--- src/sv/mbaq_pkg.sv ---
// shared types and constants for the memory budget admission queue
package mbaq_pkg;

    localparam int SIZE_W     = 16;
    localparam int CAP_W      = 16;
    localparam int PAR_W      = 5;
    localparam int CNT_OUT_W  = 5;
    localparam int CFG_IDX_W  = 1;
    localparam int CFG_DATA_W = 16;

    localparam logic [CAP_W-1:0] CAP_RESET = 16'd1024;
    localparam logic [PAR_W-1:0] PAR_RESET = 5'd4;

    typedef enum logic [1:0] {
        FN_CREATE = 2'd0,
        FN_KILL   = 2'd1,
        FN_CLEAR  = 2'd2,
        FN_BAD    = 2'd3
    } func_t;

    typedef enum logic [2:0] {
        ST_ADMITTED     = 3'd0,
        ST_QUEUED       = 3'd1,
        ST_TOO_LARGE    = 3'd2,
        ST_WAIT_FULL    = 3'd3,
        ST_KILLED       = 3'd4,
        ST_NONE_RUNNING = 3'd5,
        ST_CLEARED      = 3'd6,
        ST_BAD_FUNC     = 3'd7
    } status_t;

    typedef enum logic [CFG_IDX_W-1:0] {
        REG_MEMORY_CAPACITY = 1'b0,
        REG_MAX_PARALLEL    = 1'b1
    } cfg_reg_t;

    typedef struct packed {
        logic clr;
        logic push;
        logic pop;
    } fifo_cmd_t;

endpackage

--- src/sv/mbaq_fifo.sv ---
// job fifo with memory storage and a registered head entry
module mbaq_fifo #(
    parameter int DEPTH  = 16,
    parameter int DATA_W = 32
) (
    input  logic                        aclk,
    input  logic                        aresetn,
    input  mbaq_pkg::fifo_cmd_t         cmd,
    input  logic [DATA_W-1:0]           wdata,
    output logic [DATA_W-1:0]           head_data,
    output logic [$clog2(DEPTH+1)-1:0]  count,
    output logic [$clog2(DEPTH+1)-1:0]  count_next
);
    import mbaq_pkg::*;

    localparam int AW = (DEPTH > 1) ? $clog2(DEPTH) : 1;
    localparam int CW = $clog2(DEPTH + 1);

    logic [DATA_W-1:0] mem [DEPTH];
    logic [DATA_W-1:0] rdata_reg;
    logic [AW-1:0]     head_reg;
    logic [AW-1:0]     head_next;
    logic [AW-1:0]     tail_reg;
    logic [AW-1:0]     tail_next;
    logic [CW-1:0]     count_reg;
    logic [CW-1:0]     cnt_next;
    logic              do_push;
    logic              do_pop;

    function automatic logic [AW-1:0] ptr_inc(input logic [AW-1:0] p);
        logic [AW-1:0] r;
        if (p == AW'(DEPTH - 1)) begin
            r = '0;
        end else begin
            r = p + AW'(1);
        end
        return r;
    endfunction

    assign do_push = cmd.push && !cmd.clr;
    assign do_pop  = cmd.pop && !cmd.clr;

    always_comb begin
        if (cmd.clr) begin
            head_next = '0;
            tail_next = '0;
            cnt_next  = '0;
        end else begin
            head_next = do_pop ? ptr_inc(head_reg) : head_reg;
            tail_next = do_push ? ptr_inc(tail_reg) : tail_reg;
            cnt_next  = count_reg + CW'(do_push) - CW'(do_pop);
        end
    end

    always_ff @(posedge aclk) begin
        if (!aresetn) begin
            head_reg  <= '0;
            tail_reg  <= '0;
            count_reg <= '0;
        end else begin
            head_reg  <= head_next;
            tail_reg  <= tail_next;
            count_reg <= cnt_next;
        end
    end

    // head entry follows the next head pointer, bypassing a same-cycle write
    always_ff @(posedge aclk) begin
        if (do_push) begin
            mem[tail_reg] <= wdata;
        end
        if (do_push && (tail_reg == head_next)) begin
            rdata_reg <= wdata;
        end else begin
            rdata_reg <= mem[head_next];
        end
    end

    assign head_data  = rdata_reg;
    assign count      = count_reg;
    assign count_next = cnt_next;

endmodule

--- src/sv/mbaq_ctrl.sv ---
// admission decision for create, kill and clear requests
module mbaq_ctrl #(
    parameter int RUN_DEPTH  = 16,
    parameter int WAIT_DEPTH = 16,
    parameter int MEM_BITS   = 16,
    parameter int ID_BITS    = 16
) (
    input  logic                                    en,
    input  mbaq_pkg::func_t                         func,
    input  logic [ID_BITS-1:0]                      job_id,
    input  logic [mbaq_pkg::SIZE_W-1:0]             job_size,
    input  logic [mbaq_pkg::CAP_W-1:0]              mem_cap,
    input  logic [mbaq_pkg::PAR_W-1:0]              max_par,
    input  logic [MEM_BITS-1:0]                     free_mem,
    input  logic [$clog2(RUN_DEPTH+1)-1:0]          run_count,
    input  logic [$clog2(WAIT_DEPTH+1)-1:0]         wait_count,
    input  logic [ID_BITS+mbaq_pkg::SIZE_W-1:0]     run_head,
    input  logic [ID_BITS+mbaq_pkg::SIZE_W-1:0]     wait_head,
    output mbaq_pkg::fifo_cmd_t                     run_cmd,
    output mbaq_pkg::fifo_cmd_t                     wait_cmd,
    output logic [ID_BITS+mbaq_pkg::SIZE_W-1:0]     run_wdata,
    output logic [ID_BITS+mbaq_pkg::SIZE_W-1:0]     wait_wdata,
    output logic [MEM_BITS-1:0]                     free_next,
    output mbaq_pkg::status_t                       status,
    output logic [ID_BITS-1:0]                      killed_id,
    output logic                                    promoted,
    output logic [ID_BITS-1:0]                      promoted_id
);
    import mbaq_pkg::*;

    localparam int RCW   = $clog2(RUN_DEPTH + 1);
    localparam int WCW   = $clog2(WAIT_DEPTH + 1);
    localparam int PW    = (RCW > PAR_W) ? RCW : PAR_W;
    localparam int CMP_W = ((MEM_BITS > SIZE_W) ? MEM_BITS : SIZE_W) + 1;

    logic [CMP_W-1:0]  ret_sum;
    logic [MEM_BITS-1:0] free_kill;
    logic [SIZE_W-1:0] run_head_size;
    logic [SIZE_W-1:0] wait_head_size;
    logic              run_room;
    logic              job_fits;
    logic              wait_full;
    logic              can_promote;
    fifo_cmd_t         run_c;
    fifo_cmd_t         wait_c;

    assign run_head_size  = run_head[SIZE_W-1:0];
    assign wait_head_size = wait_head[SIZE_W-1:0];

    assign run_room  = (run_count < RCW'(RUN_DEPTH)) && (PW'(run_count) < PW'(max_par));
    assign job_fits  = CMP_W'(job_size) <= CMP_W'(free_mem);
    assign wait_full = wait_count >= WCW'(WAIT_DEPTH);

    // returned memory saturates at all ones
    assign ret_sum   = CMP_W'(free_mem) + CMP_W'(run_head_size);
    assign free_kill = (ret_sum > CMP_W'({MEM_BITS{1'b1}})) ? {MEM_BITS{1'b1}}
                                                            : MEM_BITS'(ret_sum);
    assign can_promote = (wait_count != '0) &&
                         (CMP_W'(wait_head_size) <= CMP_W'(free_kill));

    always_comb begin
        run_c       = '0;
        wait_c      = '0;
        run_wdata   = {job_id, job_size};
        wait_wdata  = {job_id, job_size};
        free_next   = free_mem;
        status      = ST_BAD_FUNC;
        killed_id   = '0;
        promoted    = 1'b0;
        promoted_id = '0;
        case (func)
            FN_CREATE: begin
                if (job_size > mem_cap) begin
                    status = ST_TOO_LARGE;
                end else if (job_fits && run_room) begin
                    run_c.push = 1'b1;
                    free_next  = free_mem - MEM_BITS'(job_size);
                    status     = ST_ADMITTED;
                end else if (wait_full) begin
                    status = ST_WAIT_FULL;
                end else begin
                    wait_c.push = 1'b1;
                    status      = ST_QUEUED;
                end
            end
            FN_KILL: begin
                if (run_count == '0) begin
                    status = ST_NONE_RUNNING;
                end else begin
                    run_c.pop = 1'b1;
                    killed_id = run_head[ID_BITS+SIZE_W-1:SIZE_W];
                    free_next = free_kill;
                    status    = ST_KILLED;
                    if (can_promote) begin
                        wait_c.pop  = 1'b1;
                        run_c.push  = 1'b1;
                        run_wdata   = wait_head;
                        free_next   = free_kill - MEM_BITS'(wait_head_size);
                        promoted    = 1'b1;
                        promoted_id = wait_head[ID_BITS+SIZE_W-1:SIZE_W];
                    end
                end
            end
            FN_CLEAR: begin
                run_c.clr  = 1'b1;
                wait_c.clr = 1'b1;
                status     = ST_CLEARED;
            end
            default: begin
                status = ST_BAD_FUNC;
            end
        endcase
    end

    assign run_cmd  = en ? run_c : '0;
    assign wait_cmd = en ? wait_c : '0;

endmodule

--- src/sv/memory_budget_admission_queue.sv ---
// top level: request register, admission logic, job fifos and result register
// a request enters the request register; its result and the queue update are made
// when the result register is empty or being read
// throughput: one request per cycle unless the result output stalls
// reset: clears the pointers, counts and handshake state, capacity to 1024 MB,
// the running cap to 4 and free memory to the capacity; queue storage is not cleared
module memory_budget_admission_queue #(
    parameter int RUN_DEPTH  = 16,
    parameter int WAIT_DEPTH = 16,
    parameter int MEM_BITS   = 16,
    parameter int ID_BITS    = 16
) (
    input  logic                                aclk,
    input  logic                                aresetn,
    input  logic                                cfg_wen,
    input  logic [mbaq_pkg::CFG_IDX_W-1:0]      cfg_idx,
    input  logic [mbaq_pkg::CFG_DATA_W-1:0]     cfg_wdata,
    input  logic                                s_valid,
    output logic                                s_ready,
    input  logic [1:0]                          s_func,
    input  logic [ID_BITS-1:0]                  s_job_id,
    input  logic [mbaq_pkg::SIZE_W-1:0]         s_job_size,
    output logic                                m_valid,
    input  logic                                m_ready,
    output mbaq_pkg::status_t                   m_status,
    output logic [ID_BITS-1:0]                  m_killed_id,
    output logic                                m_promoted,
    output logic [ID_BITS-1:0]                  m_promoted_id,
    output logic [MEM_BITS-1:0]                 m_free_memory,
    output logic [mbaq_pkg::CNT_OUT_W-1:0]      m_running_count,
    output logic [mbaq_pkg::CNT_OUT_W-1:0]      m_waiting_count
);
    import mbaq_pkg::*;

    localparam int RCW    = $clog2(RUN_DEPTH + 1);
    localparam int WCW    = $clog2(WAIT_DEPTH + 1);
    localparam int ENTRY_W = ID_BITS + SIZE_W;

    logic                 in_valid_reg;
    func_t                func_reg;
    logic [ID_BITS-1:0]   id_reg;
    logic [SIZE_W-1:0]    size_reg;
    logic                 advance;
    logic                 fire;

    logic [CAP_W-1:0]     mem_cap_reg;
    logic [PAR_W-1:0]     max_par_reg;
    logic [MEM_BITS-1:0]  free_mem_reg;

    fifo_cmd_t            run_cmd;
    fifo_cmd_t            wait_cmd;
    logic [ENTRY_W-1:0]   run_wdata;
    logic [ENTRY_W-1:0]   wait_wdata;
    logic [ENTRY_W-1:0]   run_head;
    logic [ENTRY_W-1:0]   wait_head;
    logic [RCW-1:0]       run_count;
    logic [RCW-1:0]       run_count_next;
    logic [WCW-1:0]       wait_count;
    logic [WCW-1:0]       wait_count_next;

    logic [MEM_BITS-1:0]  free_next;
    status_t              status;
    logic [ID_BITS-1:0]   killed_id;
    logic                 promoted;
    logic [ID_BITS-1:0]   promoted_id;

    logic                 m_valid_reg;
    status_t              status_reg;
    logic [ID_BITS-1:0]   killed_id_reg;
    logic                 promoted_reg;
    logic [ID_BITS-1:0]   promoted_id_reg;
    logic [MEM_BITS-1:0]  free_out_reg;
    logic [CNT_OUT_W-1:0] run_out_reg;
    logic [CNT_OUT_W-1:0] wait_out_reg;

    assign advance = !m_valid_reg || m_ready;
    assign fire    = in_valid_reg && advance;
    assign s_ready = !in_valid_reg || advance;

    // request register
    always_ff @(posedge aclk) begin
        if (!aresetn) begin
            in_valid_reg <= 1'b0;
        end else if (s_ready) begin
            in_valid_reg <= s_valid;
        end
    end

    always_ff @(posedge aclk) begin
        if (s_valid && s_ready) begin
            func_reg <= func_t'(s_func);
            id_reg   <= s_job_id;
            size_reg <= s_job_size;
        end
    end

    // configuration and free memory
    always_ff @(posedge aclk) begin
        if (!aresetn) begin
            mem_cap_reg  <= CAP_RESET;
            max_par_reg  <= PAR_RESET;
            free_mem_reg <= MEM_BITS'(CAP_RESET);
        end else if (cfg_wen) begin
            case (cfg_reg_t'(cfg_idx))
                REG_MEMORY_CAPACITY: begin
                    mem_cap_reg  <= cfg_wdata[CAP_W-1:0];
                    free_mem_reg <= MEM_BITS'(cfg_wdata[CAP_W-1:0]);
                end
                REG_MAX_PARALLEL: begin
                    max_par_reg <= cfg_wdata[PAR_W-1:0];
                end
                default: begin
                    max_par_reg <= max_par_reg;
                end
            endcase
        end else if (fire) begin
            if (run_cmd.clr) begin
                free_mem_reg <= MEM_BITS'(mem_cap_reg);
            end else begin
                free_mem_reg <= free_next;
            end
        end
    end

    mbaq_ctrl #(
        .RUN_DEPTH  (RUN_DEPTH),
        .WAIT_DEPTH (WAIT_DEPTH),
        .MEM_BITS   (MEM_BITS),
        .ID_BITS    (ID_BITS)
    ) u_ctrl (
        .en          (fire),
        .func        (func_reg),
        .job_id      (id_reg),
        .job_size    (size_reg),
        .mem_cap     (mem_cap_reg),
        .max_par     (max_par_reg),
        .free_mem    (free_mem_reg),
        .run_count   (run_count),
        .wait_count  (wait_count),
        .run_head    (run_head),
        .wait_head   (wait_head),
        .run_cmd     (run_cmd),
        .wait_cmd    (wait_cmd),
        .run_wdata   (run_wdata),
        .wait_wdata  (wait_wdata),
        .free_next   (free_next),
        .status      (status),
        .killed_id   (killed_id),
        .promoted    (promoted),
        .promoted_id (promoted_id)
    );

    mbaq_fifo #(
        .DEPTH  (RUN_DEPTH),
        .DATA_W (ENTRY_W)
    ) u_run_fifo (
        .aclk       (aclk),
        .aresetn    (aresetn),
        .cmd        (run_cmd),
        .wdata      (run_wdata),
        .head_data  (run_head),
        .count      (run_count),
        .count_next (run_count_next)
    );

    mbaq_fifo #(
        .DEPTH  (WAIT_DEPTH),
        .DATA_W (ENTRY_W)
    ) u_wait_fifo (
        .aclk       (aclk),
        .aresetn    (aresetn),
        .cmd        (wait_cmd),
        .wdata      (wait_wdata),
        .head_data  (wait_head),
        .count      (wait_count),
        .count_next (wait_count_next)
    );

    // result register
    always_ff @(posedge aclk) begin
        if (!aresetn) begin
            m_valid_reg <= 1'b0;
        end else if (fire) begin
            m_valid_reg <= 1'b1;
        end else if (m_ready) begin
            m_valid_reg <= 1'b0;
        end
    end

    always_ff @(posedge aclk) begin
        if (fire) begin
            status_reg      <= status;
            killed_id_reg   <= killed_id;
            promoted_reg    <= promoted;
            promoted_id_reg <= promoted_id;
            free_out_reg    <= run_cmd.clr ? MEM_BITS'(mem_cap_reg) : free_next;
            run_out_reg     <= CNT_OUT_W'(run_count_next);
            wait_out_reg    <= CNT_OUT_W'(wait_count_next);
        end
    end

    assign m_valid         = m_valid_reg;
    assign m_status        = status_reg;
    assign m_killed_id     = killed_id_reg;
    assign m_promoted      = promoted_reg;
    assign m_promoted_id   = promoted_id_reg;
    assign m_free_memory   = free_out_reg;
    assign m_running_count = run_out_reg;
    assign m_waiting_count = wait_out_reg;

`ifndef SYNTHESIS
    a_run_count_bound: assert property (@(posedge aclk) disable iff (!aresetn)
        run_count <= RCW'(RUN_DEPTH))
        else $error("running count above depth");

    a_wait_count_bound: assert property (@(posedge aclk) disable iff (!aresetn)
        wait_count <= WCW'(WAIT_DEPTH))
        else $error("waiting count above depth");

    a_kill_fields: assert property (@(posedge aclk) disable iff (!aresetn)
        (m_valid_reg && (status_reg != ST_KILLED)) |->
        (killed_id_reg == '0) && !promoted_reg && (promoted_id_reg == '0))
        else $error("kill fields set without a kill");

    a_req_hold: assert property (@(posedge aclk) disable iff (!aresetn)
        (in_valid_reg && !advance) |=> (in_valid_reg && $stable(func_reg)))
        else $error("stalled request lost");
`endif

endmodule

--- config.mk ---
export PLATFORM = sky130hd
export DESIGN_NAME = memory_budget_admission_queue
export DESIGN_NICKNAME = d
export VERILOG_FILES = /design/src/sv/mbaq_pkg.sv /design/src/sv/mbaq_fifo.sv /design/src/sv/mbaq_ctrl.sv /design/src/sv/memory_budget_admission_queue.sv
export SDC_FILE = /design/constraint.sdc
export NUM_CORES = 1
export LEC_CHECK = 0
export BUFFER_PORTS_ARGS = -buffer_cell sky130_fd_sc_hd__buf_4
export CORE_MARGIN = 2
export CORE_UTILIZATION = 43
export DETAILED_ROUTE_END_ITERATION = 8
export PLACE_DENSITY = 0.67
export SLEW_MARGIN = 30
export SYNTH_ARGS = -nofsm -noshare
export SYNTH_HDL_FRONTEND = slang
export SYNTH_SLANG_ARGS = --single-unit
--- constraint.sdc ---
create_clock -name aclk -period 21.1 [get_ports aclk]
set_input_delay 1.055 -clock aclk [delete_from_list [all_inputs] [get_ports aclk]]
set_output_delay 1.055 -clock aclk [all_outputs]
set_load 0.1 [all_outputs]
* After elaboration in Yosys (flattened, before gate mapping)
Memories as Yosys holds them, arrays and structs flattened. A register that Yosys moved wholly into a read port is not among the register bits.
Index checks and enable logic that the tools add are counted.
** Word-level totals
- Flip-flop bits (word level) :: 161
- Bits in writable memories :: 1024
- Bits of input ports :: 56
- Output and inout bits :: 64
- Word-level logic and storage cells :: 128
- Memories kept :: 2
** Memory list
- u_run_fifo.mem :: words 16, bits a word 32, read ports 1, clocked after Yosys merged registers in 1, write ports 1, line mbaq_fifo.sv:19 : logic [DATA_W-1:0] mem [DEPTH];
- u_wait_fifo.mem :: words 16, bits a word 32, read ports 1, clocked after Yosys merged registers in 1, write ports 1, line mbaq_fifo.sv:19
** Operators by class
- Add/sub/neg operators :: 11
- Order comparisons :: 7
- Eq/ne operators :: 7
- Multiplexer cells :: 49
- Bitwise operators :: 4
- Reduce and logical (&&, ||, !) cells :: 27
** Operators by type and width (number)
- two-way mux 16 bit :: 9
- two-way mux 32 bit :: 3
- less-or-equal comparator 16 bit :: 2
- two-way mux 4 bit :: 8
- case mux 16 bit (2 select lines) :: 1
- subtractor 16 bit :: 2
- two-way mux 1 bit :: 18
- adder 16 x 16 -> 17 bit :: 1
- greater-than comparator 17 x 16 -> 1 bit, second input constant :: 1
- adder 4 x 1 -> 4 bit, second input constant :: 4
- == test 4 bit, second input constant :: 4
- greater-than comparator 16 bit :: 1
- two-way mux 3 bit :: 4
- adder 5 x 1 -> 5 bit :: 2
- two-way mux 5 bit :: 2
- subtractor 5 x 1 -> 5 bit :: 2
- logical AND 1 bit :: 9
- case mux 3 bit (3 select lines) :: 1
- AND reduction 2 bit :: 3
- OR reduction 2 bit :: 3
- >= comparator 5 bit, second input constant :: 1
- logical NOT 5 bit :: 1
- less-than comparator 5 bit :: 1
- less-than comparator 5 bit, second input constant :: 1
- 12 further kinds :: 21

* Logic depth before layout (Yosys ltp)
- Depth after elaboration :: 14
- Mapped depth :: 31
- Depth with buffers taken out :: 27

* Modules after synthesis
From an unflattened synthesis, not the netlist that was laid out.
** Second synthesis, totals
- Cells, all modules :: 2730
- Area, all modules :: 49019.5 µm²
** Modules (own cells, without submodules)
- mbaq_fifo :: times used 2, cells each 901, area an instance 20021.7 µm², seq. area each 15715.1 µm²
- memory_budget_admission_queue :: times used 1, cells each 297, area an instance 4782.1 µm², seq. area each 3663.5 µm²
- mbaq_ctrl :: times used 1, cells each 631, area an instance 4194.0 µm², seq. area each 0.0 µm²

* Worst setup path after synthesis
OpenSTA, ideal clock, no wires.
- Path kind :: register to register
- From :: register with a tool-made name
- To :: memory u_run_fifo.mem[0][0] (enable)
- Setup time :: 0.461 ns
- Arrival :: 8.143 ns
- Required time :: 20.639 ns
- Path slack :: 12.496 ns
- Stages on the path, launching flop included :: 25
- Path buffers :: 6
- Clock period less this slack :: 8.604 ns
- Cells stage by stage :: dfxtp_1 > buf_2 > buf_2 > buf_1 > mux4_2 > mux4_2 > ha_1 > fa_1 > a211oi_1 > o211ai_1 > nand3b_1 > and2_0 > clkbuf_1 > buf_2 > o21ai_0 > ha_1 > o211ai_1 > a21oi_1 > o21ai_0 > a211oi_1 > o21ai_0 > a211oi_2 > buf_4 > nand2_1 > nor3_1
** RTL lines (line)
- end: declaration :: mbaq_fifo.sv:19

==> impl_metrics.toml <==
[run_status]
run_status = "completed"

[synthesis]
netlist_instances = 2607
distinct_cells_synth = 74
synth_flop_cell = "sky130_fd_sc_hd__edfxtp_1"
yosys.area.top_type_share = 0.688
synth.cell_area_sq_um = 48900
netlist.top_cell.by_area = "sky130_fd_sc_hd__edfxtp_1"
ys_async_sr_fraction = 0
synth_top_cells_by_area = "sky130_fd_sc_hd__edfxtp_1 69%, sky130_fd_sc_hd__mux4_2 15%, sky130_fd_sc_hd__dfxtp_1 3.0%"
synth_fp_nets = 2758
synthesized_flop_and_latch_total = 1193
synth-seq-area-share = 0.718
netlist_top_cells_count = "1120 x sky130_fd_sc_hd__edfxtp_1, 320 x sky130_fd_sc_hd__mux4_2, 155 x sky130_fd_sc_hd__nand2_1"
synth_enable_flop_cells = 1120
most_repeated_cell_in_the_gate_level_netlist_after_synthesis = "sky130_fd_sc_hd__edfxtp_1"
synth-warning-count = 0
synth_area_per_cell_sq_um = 18.7

[run]
max_cap_viol_count = 0

[placement]
place_hpwl_um = 73700
gp_routability_congestion = 0.910
port_buffers = 119
placed_cells = 4181
detailedPlace.worstSlack_ns = 11.17
detailed_place.area_sq_um = 52300

[sta]
layout_min_cycle_time_ns = 9.47
grt_setup_unrepaired = "no"
finClkSkew_ns = 0.0652
max_freq_mhz = 106
worst_slew_pin_slew_ns = 0.996
min_setup_slack_post_route_ns = 11.63
setup-violations-final = 0
timing.final.max_slew_violations = 0
period_share = 0.449
finalHoldViolCount = 0
fin_tns_setup_ns = 0
slew-limit-headroom = 0.330

[cts]
root_buffer = "sky130_fd_sc_hd__clkbuf_16"
clockBufferDepth = 3
cts.clk_slew.worst_paths_ns = 0.06
worst_skew_pair.late_latency_ns = 0.73
h_tree_depth_reported_by_cts = 3
tritoncts.num_buffers = 117
cts.hold.buffers_added = 0
tritoncts = "yes"
post_cts.repair.setup_buffers = 0
cts_sinks = 1193
post_cts.resized_instances = 0

[hold_path]
hold_path_end = "mem_cap_reg[15]"
whs_path_cells = 2
hold_path.class = "reg2reg"
worstHoldStart = "mem_cap_reg[15]"

[floorplan]
fp.coreArea_sq_um = 113000
io_pins = 120
die_width_um = 341
fp-row-count = 123
die_area_sq_um = 116000
start_util = 0.434
floorplan.die.height_um = 341

[final_layout]
share_of_cells_above_drive_strength_1 = 0.261
final_design_area_no_fill_sq_um = 56300
finalNonFillerCells = 4408
layout-area-overhead-vs-synth_pct = 15.2
filler_cell_count = 9053
finalCoreUtilization = 0.500
largest_registers_in_the_final_layout = "u_run_fifo.mem: 512 flops, u_wait_fifo.mem: 512 flops"
layout.nets = 2954

[power]
leakagePower_nw = 18.1
p_per_area_nw_per_um2 = 91.9
peakVddDrop_mv = 0.0718

[routing]
avgRoutedWirePerCell_um = 27.0
detail_route.drc_violations = 0
detailedRoute.firstPassIterationCount = 8
dr.first_iter.drc_count = 2786
drt-vias-per-instance = 5.81
detail-route-antenna-nets = 0
vias = 25603
postRouteWirelength_um = 119000

[worst_setup_path]
critPathLaunchType = "flop"
worstSetupEndpointType = "flop"
setup.reg_to_reg.worst_slack_ns = 11.63
cp_data_arrival_time_ns = 9.89
crit-reg2reg-capture = "u_run_fifo.mem[7][17]"
depth_of_the_worst_register_to_register_path = 20
crit_required_ns = 21.52
worst_path_fanout_max = 52
crit_type = "reg2reg"

[grt]
globalRouteOverflowTotal = 0
global_route_wire_length_before_repair_um = 175000
grt_antenna_before_repair = 7
pin_count_of_the_biggest_net_entering_global_routing = 72
grt_pass1_vias = 26076
global_route.usage.total = 0.204
==> logic make-up after synthesis <==
group	share of synthesized area
and+or+nand+nor	0.0383
DFF	0.718
xor gates and xnor gates	0.00788
buffers and inverters	0.0160
adders and majority gates	0.0251
AOI/OAI and AO/OA	0.0451
muxes	0.150
==> per-layer routing <==
metal,vias to the layer above,track usage,share of wire,wire length [um]
met5,-,0,0.00011,13
met4,2,0.0601,0.024,2910
met3,174,0.0259,0.062,7430
met2,990,0.336,0.49,58300
met1,13499,0.287,0.42,50400
li1,10938,-,-,-
==> per-stage QoR <==
stage	power (mW)	hold slack [ns]
6_report	5.18	0.473
5_1_grt	5.33	0.473
4_1_cts	5.21	0.459
3_5_place_dp	3.08	0.465
3_3_place_gp	3.08	0.460
2_1_floorplan	2.95	0.441
==> cell usage in the layout, fill, tap and decap left out, types with 11 or more instances in the layout <==
| master | count |
|---|---|
| sky130_fd_sc_hd__a21boi_0 | 25 |
| sky130_fd_sc_hd__clkinv_1 | 24 |
| sky130_fd_sc_hd__o21a_1 | 19 |
| sky130_fd_sc_hd__inv_1 | 82 |
| sky130_fd_sc_hd__xnor2_1 | 23 |
| sky130_fd_sc_hd__nand2_1 | 155 |
| sky130_fd_sc_hd__o211ai_1 | 17 |
| sky130_fd_sc_hd__a31oi_1 | 22 |
| sky130_fd_sc_hd__bufinv_16 | 17 |
| sky130_fd_sc_hd__and2_1 | 33 |
| sky130_fd_sc_hd__mux4_2 | 320 |
| sky130_fd_sc_hd__nor2b_1 | 26 |
| sky130_fd_sc_hd__o21ai_0 | 73 |
| sky130_fd_sc_hd__buf_16 | 15 |
| sky130_fd_sc_hd__nor2_1 | 72 |
| sky130_fd_sc_hd__edfxtp_1 | 1120 |
| sky130_fd_sc_hd__ha_1 | 90 |
| sky130_fd_sc_hd__xor2_1 | 21 |
| sky130_fd_sc_hd__nor2_4 | 24 |
| sky130_fd_sc_hd__a211oi_1 | 11 |
| sky130_fd_sc_hd__clkbuf_16 | 118 |
| sky130_fd_sc_hd__a21oi_1 | 83 |
| sky130_fd_sc_hd__buf_4 | 178 |
| sky130_fd_sc_hd__nand2b_1 | 16 |
| sky130_fd_sc_hd__dfxtp_1 | 65 |
| sky130_fd_sc_hd__clkbuf_1 | 21 |
| sky130_fd_sc_hd__nand3_1 | 20 |
| sky130_fd_sc_hd__a21o_1 | 31 |
| sky130_fd_sc_hd__clkinv_2 | 24 |
==> layout make-up <==
cell class / count / area (sq um) / share of cell area
Sequential cell: 1193 / 35100 / 0.624
Multi-Input combinational cell: 1212 / 13300 / 0.235
Clock buffer: 139 / 3030 / 0.0538
Tap cell: 1500 / 1880 / 0.0333
Timing Repair Buffer: 196 / 1780 / 0.0317
Clock inverter: 84 / 941 / 0.0167
Inverter: 83 / 313 / 0.00555
Antenna cell: 1 / 2.50 / 0.0000444
==> worst max path at each step <==
stage,to,slack (ns),depth (start not counted),from
after floorplan,u_run_fifo.mem[0][0],12.50,24,flop
after global placement,u_run_fifo.mem[7][24],11.32,19,flop
after detailed placement,u_run_fifo.mem[15][23],11.17,20,flop
after CTS,u_run_fifo.mem[15][10],11.15,20,flop
after global routing,u_run_fifo.mem[7][17],10.83,20,flop
final,u_run_fifo.mem[7][17],11.63,20,flop
==> worst max-delay path, cell delays in order, from the launching register on <==
cell	delay [ns]
sky130_fd_sc_hd__dfxtp_4	0.80
sky130_fd_sc_hd__buf_6	0.66
sky130_fd_sc_hd__mux4_2	0.59
sky130_fd_sc_hd__mux4_2	0.55
sky130_fd_sc_hd__ha_1	0.37
sky130_fd_sc_hd__a21oi_1	0.28
sky130_fd_sc_hd__o21ai_0	0.19
sky130_fd_sc_hd__a221oi_2	0.36
sky130_fd_sc_hd__and2_0	0.75
sky130_fd_sc_hd__o21ai_0	0.38
sky130_fd_sc_hd__ha_1	0.48
sky130_fd_sc_hd__o211ai_1	0.11
sky130_fd_sc_hd__a21oi_1	0.23
sky130_fd_sc_hd__o21ai_0	0.25
sky130_fd_sc_hd__a211oi_1	0.59
sky130_fd_sc_hd__o21ai_4	0.06
sky130_fd_sc_hd__buf_4	0.24
sky130_fd_sc_hd__a211oi_2	0.76
sky130_fd_sc_hd__nand2_1	0.47
sky130_fd_sc_hd__nor2_4	0.68
sky130_fd_sc_hd__buf_16	0.24
==> power by group <==
group,total [mW],leakage [nW],internal (mW),switching (mW)
clock network,2.14,1.92,1.24,0.902
registers,2.64,10.7,2.61,0.0320
logic,0.391,5.49,0.132,0.259
Power figures use the tool's default switching activity.
